`src/slso_pkg.sv`:
```
// ---------------------------------------------------------------------------
// slso_pkg: shared types and constants of the skip list ordered set
// Operation codes, the queue entry between front and back, engine states and
// the level generator constants.
// ---------------------------------------------------------------------------
package slso_pkg;

  localparam int unsigned KEY_BITS = 32;
  localparam int unsigned FUNC_BITS = 2;

  localparam logic [63:0] LCG_MUL  = 64'd6364136223846793005;
  localparam logic [63:0] LCG_INC  = 64'd1442695040888963407;
  localparam logic [63:0] RNG_SEED = 64'h0000_0000_dead_beef;

  typedef enum logic [FUNC_BITS-1:0] {
    OP_SEARCH = 2'd0,
    OP_INSERT = 2'd1,
    OP_DELETE = 2'd2,
    OP_NOP    = 2'd3
  } op_e;

  // key is stored with its sign bit flipped so an unsigned compare orders it
  typedef struct packed {
    op_e                 op;
    logic [KEY_BITS-1:0] okey;
  } entry_t;

  typedef enum logic [4:0] {
    S_IDLE, S_LINK_REQ, S_LINK_GOT, S_KEY_GOT, S_DECIDE,
    S_MUL0, S_MUL1, S_MUL2, S_MUL3, S_LEVEL, S_POP,
    S_INS_RD, S_INS_W1, S_INS_W2,
    S_DEL_RD, S_DEL_CHK, S_DEL_WR, S_LOWER, S_PUSH, S_RESP
  } state_e;

endpackage

```
`src/slso_req_if.sv`:
```
// ---------------------------------------------------------------------------
// slso_req_if: request channel
// Carries one operation code and one signed key per transfer.
// ---------------------------------------------------------------------------
interface slso_req_if;
  logic                                valid;
  logic                                ready;
  logic [slso_pkg::FUNC_BITS-1:0]      func;
  logic signed [slso_pkg::KEY_BITS-1:0] key;

  modport source (output valid, func, key, input ready);
  modport sink   (input valid, func, key, output ready);
endinterface

```
`src/slso_front.sv`:
```
// ---------------------------------------------------------------------------
// slso_front: request intake
// Decodes each request and keeps up to two of them in a small queue for the
// list engine.
// ---------------------------------------------------------------------------
module slso_front (
  input  logic             clk_i,
  input  logic             rst_ni,
  slso_req_if.sink         req_i,
  output logic             q_valid_o,
  output slso_pkg::entry_t q_entry_o,
  input  logic             q_pop_i
);

  slso_pkg::entry_t buf_q [2];
  logic       wr_ptr_q, rd_ptr_q;
  logic [1:0] cnt_q;
  logic       push;
  slso_pkg::entry_t in_entry;

  assign req_i.ready = (cnt_q != 2'd2);
  assign push        = req_i.valid && req_i.ready;
  assign q_valid_o   = (cnt_q != 2'd0);
  assign q_entry_o   = buf_q[rd_ptr_q];

  always_comb begin
    in_entry.op   = slso_pkg::op_e'(req_i.func);
    in_entry.okey = req_i.key ^ {1'b1, {(slso_pkg::KEY_BITS-1){1'b0}}};
  end

  always_ff @(posedge clk_i) begin
    if (push) begin
      buf_q[wr_ptr_q] <= in_entry;
    end
  end

  always_ff @(posedge clk_i or negedge rst_ni) begin
    if (!rst_ni) begin
      wr_ptr_q <= 1'b0;
      rd_ptr_q <= 1'b0;
      cnt_q    <= 2'd0;
    end else begin
      if (push) wr_ptr_q <= ~wr_ptr_q;
      if (q_pop_i) rd_ptr_q <= ~rd_ptr_q;
      cnt_q <= cnt_q + {1'b0, push} - {1'b0, q_pop_i};
    end
  end

endmodule

```
`src/flat_wrapper.sv`:
```
// flat-port wrapper written by rule: the top's interface ports become plain ports
module slso_front_flat 
  (clk_i, rst_ni, q_valid_o, q_entry_o, q_pop_i, req_i_valid, req_i_func, req_i_key, req_i_ready);
  slso_req_if req_i_i ();
  input  logic clk_i;
  input  logic rst_ni;
  output logic q_valid_o;
  output slso_pkg::entry_t q_entry_o;
  input  logic q_pop_i;
  input wire logic [$bits(req_i_i.valid)-1:0] req_i_valid;
  input wire logic [$bits(req_i_i.func)-1:0] req_i_func;
  input wire logic [$bits(req_i_i.key)-1:0] req_i_key;
  output wire logic [$bits(req_i_i.ready)-1:0] req_i_ready;
  assign req_i_i.valid = req_i_valid;
  assign req_i_i.func = req_i_func;
  assign req_i_i.key = req_i_key;
  assign req_i_ready = req_i_i.ready;
  slso_front u_core (.clk_i(clk_i), .rst_ni(rst_ni), .req_i(req_i_i), .q_valid_o(q_valid_o), .q_entry_o(q_entry_o), .q_pop_i(q_pop_i));
endmodule
```
`config.mk`:
```
export PLATFORM = sky130hd
export DESIGN_NAME = slso_front_flat
export DESIGN_NICKNAME = d
export VERILOG_FILES = /design/src/slso_pkg.sv /design/src/slso_req_if.sv /design/src/slso_front.sv /design/src/flat_wrapper.sv
export SDC_FILE = /design/constraint.sdc
export NUM_CORES = 1
export LEC_CHECK = 0
export ABC_CLOCK_PERIOD_IN_PS = 2800
export BUFFER_PORTS_ARGS = -buffer_cell sky130_fd_sc_hd__buf_4
export CORE_ASPECT_RATIO = 0.9
export CORE_UTILIZATION = 35
export DETAILED_ROUTE_END_ITERATION = 10
export HOLD_SLACK_MARGIN = 0.03
export PLACE_DENSITY = 0.65
export SKIP_CTS_REPAIR_TIMING = 1
export SLEW_MARGIN = 20
export SYNTH_ARGS = -nofsm -noshare
export SYNTH_HDL_FRONTEND = slang
export SYNTH_SLANG_ARGS = --single-unit
```
`constraint.sdc`:
```
create_clock -name clk_i -period 2.8 [get_ports clk_i]
set_input_delay 0.84 -clock clk_i [delete_from_list [all_inputs] [get_ports clk_i]]
set_output_delay 0.84 -clock clk_i [all_outputs]
set_load 0.02 [all_outputs]
```
==> flow_metrics.py, run 1 <==
metrics = {
    "critical_path": {
        "slowest_stage": "dfrtp_2",
        "path_class": "register to output pin",
        "path_buf_inv": 2,
        "critPathRequiredTime_ns": 1.96,
        "cpMostUsedCell": "buf_4",
        "critical_path.max_fanout": 17,
        "slowest_delay_ns": 0.44,
        "endpoint_kind": "output pin",
        "ff2ff_setup_slack_ns": 1.31,
        "crit_arrival_ns": 1.64,
        "cp_cell_sequence": "buf_4 -> mux2_4 -> buf_4",
        "crit_family": "buffers and inverters",
        "start_kind": "register",
    },
    "finish": {
        "synthToLayoutAreaGrowth_pct": 30.09,
        "fillCellCount": 668,
        "instances_no_fill": 310,
        "layout-drive-gt1-share_pct": 61.21,
        "finish.utilization_pct": 47.68,
        "antenna_cells": 0,
        "nets": 248,
    },
    "place": {
        "place_inst": 294,
        "portBuffers": 73,
        "dpl_worst_slack_ns": 0.6751,
        "dp_hpwl_mm": 3.126,
        "globalplace.congestion": 0.6292,
    },
    "routing": {
        "drt_iter0_markers": 47,
        "viasPerCell": 4.416,
        "ant_nets": 0,
        "wl_per_cell_um": 14.95,
        "drc": 0,
        "vias": 1369,
        "first_pass_iters": 3,
        "routed_wl_mm": 4.635,
    },
    "timing": {
        "slew_violations": 0,
        "rsz0062_at_grt": "no",
        "relSlewSlack_pct": 67.76,
        "setup_ws_ns": 0.3200,
        "hold_violations": 0,
        "finalSetupTns_ns": 0,
        "setup_viol": 0,
        "min_period_ns": 2.480,
        "worst_slew_pin_slew_ns": 0.4836,
        "fmax_mhz": 403.2,
        "finalCritPeriodShare_pct": 88.57,
        "fin_skew_ns": 0.003487,
    },
    "logic_synthesis": {
        "synthTopCellsByCount": "edfxtp_1, mux2_4, mux2_2",
        "netlist_instances": 125,
        "ys_seq_area_share_pct": 76.33,
        "synth_most_common_cell": "edfxtp_1",
        "ys_ff_latch": 72,
        "syn_area_per_cell_um2": 22.45,
        "synth_top_area_cell": "edfxtp_1",
        "ys_dominant_reg_cell": "edfxtp_1",
        "synth_nets": 164,
        "syn_area_um2": 2806,
        "synth_top_area_share_pct": 72.76,
        "synth_cell_types": 17,
        "ys_async_sr_fraction_pct": 5.556,
        "ys_warn_count": 0,
        "synth_top_cells_by_area": "edfxtp_1, mux2_4, dfrtp_1",
        "synth_edf_count": 68,
    },
    "grt": {
        "track_usage_pct": 12.02,
        "grt_pass1_vias": 1450,
        "overflow": 0,
        "grt_max_degree": 35,
        "grt_pass1_wl_mm": 7.024,
        "antenna_found_initial": 0,
    },
    "clocking": {
        "cts_max_path_buffers": 2,
        "numCtsBuffers": 9,
        "clk-insertion-delay-late_ns": 0.34,
        "clk_pin_slew_ns": 0.07,
        "clock_sinks": 72,
        "root_buffer": "clkbuf_8",
        "cts_tree": "done",
        "cts_max_level": 3,
    },
    "power_and_ir_drop": {
        "power.internal_uw": 2639,
        "pwr-share-seq_pct": 40.3,
        "clkPwrFrac_pct": 20.4,
        "p_leak_uw": 0.001453,
        "pwr-share-comb_pct": 39.3,
        "peakVddDrop_mv": 0.5781,
        "netSwitchingFraction_pct": 31.91,
        "switchingPower_uw": 1237,
        "total_power_uw": 3876,
        "pwr_density_cell_nw_per_um2": 1062,
    },
    "floorplan": {
        "core_um2": 7657,
        "die_area_um2": 8381,
        "start_util_pct": 36.65,
        "die_h_um": 86.95,
        "io_pins": 74,
        "rows": 30,
        "die_w_um": 96.39,
    },
    "worst_hold_path": {
        "worstHoldPathType": "primary input to async pin",
    },
    "job": {
        "cap_violations": 0,
    },
    "run_status": {
        "status": "completed",
    },
}
==> final timing paths <==
kind,start,end,cells after the start
max reg2reg,u_core.cnt_q[1],u_core.buf_q[1][19],3
min,rst_ni,u_core.cnt_q[1],1
min in group clk_i,u_core.wr_ptr_q,u_core.wr_ptr_q,1
min reg2reg,u_core.wr_ptr_q,u_core.wr_ptr_q,1
max in group asynchronous,rst_ni,u_core.rd_ptr_q,1
max,u_core.rd_ptr_q,q_entry_o[14],3
==> metrics by stage <==
step | hold slack (ns) | area (µm²)
global route | 0.2556 | 3651
finish | 0.2815 | 3651
CTS | 0.2612 | 3651
floorplan | 0.4783 | 2809
global placement | 0.5356 | 3456
detailed placement | 0.5364 | 3456
==> layout make-up <==
class / instances / area (µm²) / area share (%)
Inverter: 2 / 7.507 / 0.2056
Multi-Input combinational cell: 47 / 594.3 / 16.28
Tap cell: 96 / 120.1 / 3.290
Timing Repair Buffer: 77 / 590.6 / 16.18
Clock inverter: 7 / 71.32 / 1.953
Clock buffer: 9 / 123.9 / 3.393
Sequential cell: 72 / 2143 / 58.70
==> cell families after synthesis <==
kind of cell               synth area share, %
and+or+nand+nor                          1.293
adders and majority gates               0.4458
buffers and inverters                    2.809
xor gates and xnor gates                 1.249
DFF                                      76.33
muxes                                    17.88
==> power groups by stage <==
stage,Sequential [µW],Combinational [µW],Clock (µW)
floorplan,1550,1100,0
detailed placement,1590,1550,0
finish,1560,1520,791
global placement,1580,1540,0
CTS,1570,1560,820
global route,1580,1630,868
==> layout by cell type (no fill, tap or decap), drive strengths merged <==
cell type,netlist,final
clkinvlp,0,3
nand2,2,2
dfrtp,4,4
nor2b,1,1
ha,1,1
nor2,1,1
clkinv,0,2
buf,4,77
clkbuf,0,9
and3,1,1
mux2i,1,1
or2,1,1
mux2,34,34
nand2b,1,1
xor2,2,2
edfxtp,68,68
inv,2,3
xnor2,2,2
bufinv,0,1
==> sequential cells by signal, indices dropped and copies added, names as in the netlist <==
register	flops
u_core.rd_ptr_q	1
u_core.wr_ptr_q	1
u_core.cnt_q	2
u_core.buf_q	68
==> metal layers <==
layer | global-route usage [%] | up-vias | part of all wire, %
li1 | - | 648 | -
met1 | 13.44 | 653 | 42
met2 | 19.28 | 63 | 46
met3 | 7.417 | 5 | 10
met4 | 3.209 | 0 | 0.78
met5 | 0 | - | 0
==> worst register-to-register path: stages, from the launching register on <==
cell and delay [ns]:
dfrtp_1 0.41, nand2b_1 0.12, and3_2 0.18, buf_4 0.42
Power figures use the tool's default switching activity.
==> run 2: changes to the inputs <==
--- a/config.mk
+++ b/config.mk
@@ -8,10 +8,9 @@
 export ABC_CLOCK_PERIOD_IN_PS = 2800
 export BUFFER_PORTS_ARGS = -buffer_cell sky130_fd_sc_hd__buf_4
 export CORE_ASPECT_RATIO = 0.9
-export CORE_UTILIZATION = 35
+export CORE_UTILIZATION = 45
 export DETAILED_ROUTE_END_ITERATION = 10
-export HOLD_SLACK_MARGIN = 0.03
-export PLACE_DENSITY = 0.65
+export PLACE_DENSITY = 0.78
 export SKIP_CTS_REPAIR_TIMING = 1
 export SLEW_MARGIN = 20
 export SYNTH_ARGS = -nofsm -noshare
==> flow_metrics.py, run 2 (synthesized netlist as in run 1, its figures left out) <==
metrics = {
    "finish": {
        "regMostFlops": "u_core.buf_q",
        "nets": 247,
        "antenna_cells": 0,
        "reg.largest.list": "u_core.buf_q (68), u_core.cnt_q (2)",
        "layout_commonest_cell": "buf_4",
        "fillCellCount": 449,
        "finish.utilization_pct": 60.83,
        "largest_reg_flops": 68,
        "layout-drive-gt1-share_pct": 58.02,
        "final_cell_mix": "buf_4, edfxtp_1, mux2_4",
        "synthToLayoutAreaGrowth_pct": 26.93,
    },
    "routing": {
        "viasPerCell": 4.848,
        "ant_nets": 0,
        "wl_met3_um": 420,
        "drt_iter0_markers": 84,
        "wl_met2_mm": 2.067,
        "top_layer_used": "met4",
        "routed_wl_mm": 4.504,
        "m1WireLength_mm": 1.985,
        "drc": 0,
        "vias": 1367,
        "first_pass_iters": 4,
        "wl_per_cell_um": 15.97,
    },
    "place": {
        "globalplace.congestion": 0.7390,
        "portBuffers": 73,
        "dp_hpwl_mm": 3.008,
    },
    "critical_path": {
        "endpoint_kind": "output pin",
        "start_kind": "register",
        "critPathRequiredTime_ns": 1.96,
        "crit_arrival_ns": 1.65,
        "critical_path.max_fanout": 28,
        "path_class": "register to output pin",
    },
    "power_and_ir_drop": {
        "pwr_density_cell_nw_per_um2": 1041,
        "total_power_uw": 3709,
        "p_leak_uw": 0.001431,
        "peakVddDrop_mv": 0.6020,
    },
    "timing": {
        "hold_violations": 0,
        "relSlewSlack_pct": 68.47,
        "fin_skew_ns": 0.008856,
        "finalCritPeriodShare_pct": 88.95,
        "slew_violations": 0,
        "min_period_ns": 2.491,
        "finalSetupTns_ns": 0,
        "rsz0062_at_grt": "no",
        "setup_viol": 0,
        "worst_slew_pin_slew_ns": 0.4730,
        "fmax_mhz": 401.5,
    },
    "floorplan": {
        "rows": 26,
        "die_h_um": 76.92,
        "core_um2": 5856,
        "die_w_um": 85.25,
        "die_area_um2": 6557,
        "io_pins": 74,
        "start_util_pct": 47.93,
    },
    "run_status": {
        "status": "completed",
    },
    "grt": {
        "grt_max_degree": 35,
        "antenna_found_initial": 0,
        "grt_pass1_wl_mm": 7.155,
        "overflow": 0,
        "track_usage_pct": 15.20,
        "grt_pass1_vias": 1440,
    },
    "clocking": {
        "numCtsBuffers": 9,
        "cts_max_path_buffers": 2,
        "clock_sinks": 72,
        "clk_pin_slew_ns": 0.07,
        "cts_max_level": 3,
        "cts_tree": "done",
        "root_buffer": "clkbuf_8",
        "clk-insertion-delay-late_ns": 0.33,
    },
    "worst_hold_path": {
        "worstHoldPathType": "primary input to async pin",
    },
    "job": {
        "cap_violations": 0,
    },
}
[run 2: cell types whose count changed in the layout (fill, tap and decap cells not counted), sizes merged]
cell	delta
clkbuf	+4
clkinvlp	-3
buf	-1
bufinv	-1
inv	-1
[run 2: metrics by stage]
step | std cells | setup WS (ns) | cell area [µm²] | hold slack [ns]
floorplan | 125 | 0.5463 | 2809 | 0.4783
global placement | 267 | 0.6736 | 3416 | 0.5277
detailed placement | 267 | 0.6508 | 3416 | 0.5403
CTS | 282 | 0.2875 | 3562 | 0.2762
global route | 282 | 0.2343 | 3562 | 0.2668
finish | 282 | 0.3093 | 3562 | 0.2928
[run 2: critical path, stage by stage, from the launching register on]
cell and delay [ns]:
dfrtp_2 0.53, buf_12 0.27, mux2_2 0.36, buf_4 0.16
[run 2: path summary, 6_finish.rpt]
kind | startpoint | to | slack, ns | cells past startpoint
max reg2reg | u_core.cnt_q[0] | u_core.buf_q[0][22] | 1.21 | 4
min | rst_ni | u_core.wr_ptr_q | 0.29 | 1
min reg2reg | u_core.wr_ptr_q | u_core.wr_ptr_q | 0.55 | 1
min in group clk_i | u_core.wr_ptr_q | u_core.wr_ptr_q | 0.55 | 1
max | u_core.rd_ptr_q | q_entry_o[0] | 0.31 | 3
max in group asynchronous | rst_ni | u_core.rd_ptr_q | 2.39 | 1
[run 2: report_power, final]
group          total [µW]  switching, µW  internal (µW)
registers            1590            108           1480
clock network         628            316            312
logic                1500            746            749
[run 2: cell type report]
cell class / instances / area [µm²] / area share [%]
clock inverter: 2 / 7.507 / 0.2107
tap: 70 / 87.58 / 2.459
timing repair buffer: 76 / 583.1 / 16.37
clock buffer: 13 / 138.9 / 3.899
inverter: 2 / 7.507 / 0.2107
sequential: 72 / 2143 / 60.17
multi-input combinational: 47 / 594.3 / 16.68
[run 2: per-layer routing]
metal	vias to the layer above	GRT usage (%)
li1	647	-
met3	4	8.611
met1	648	19.28
met2	68	22.42
met4	0	4.068
met5	-	0
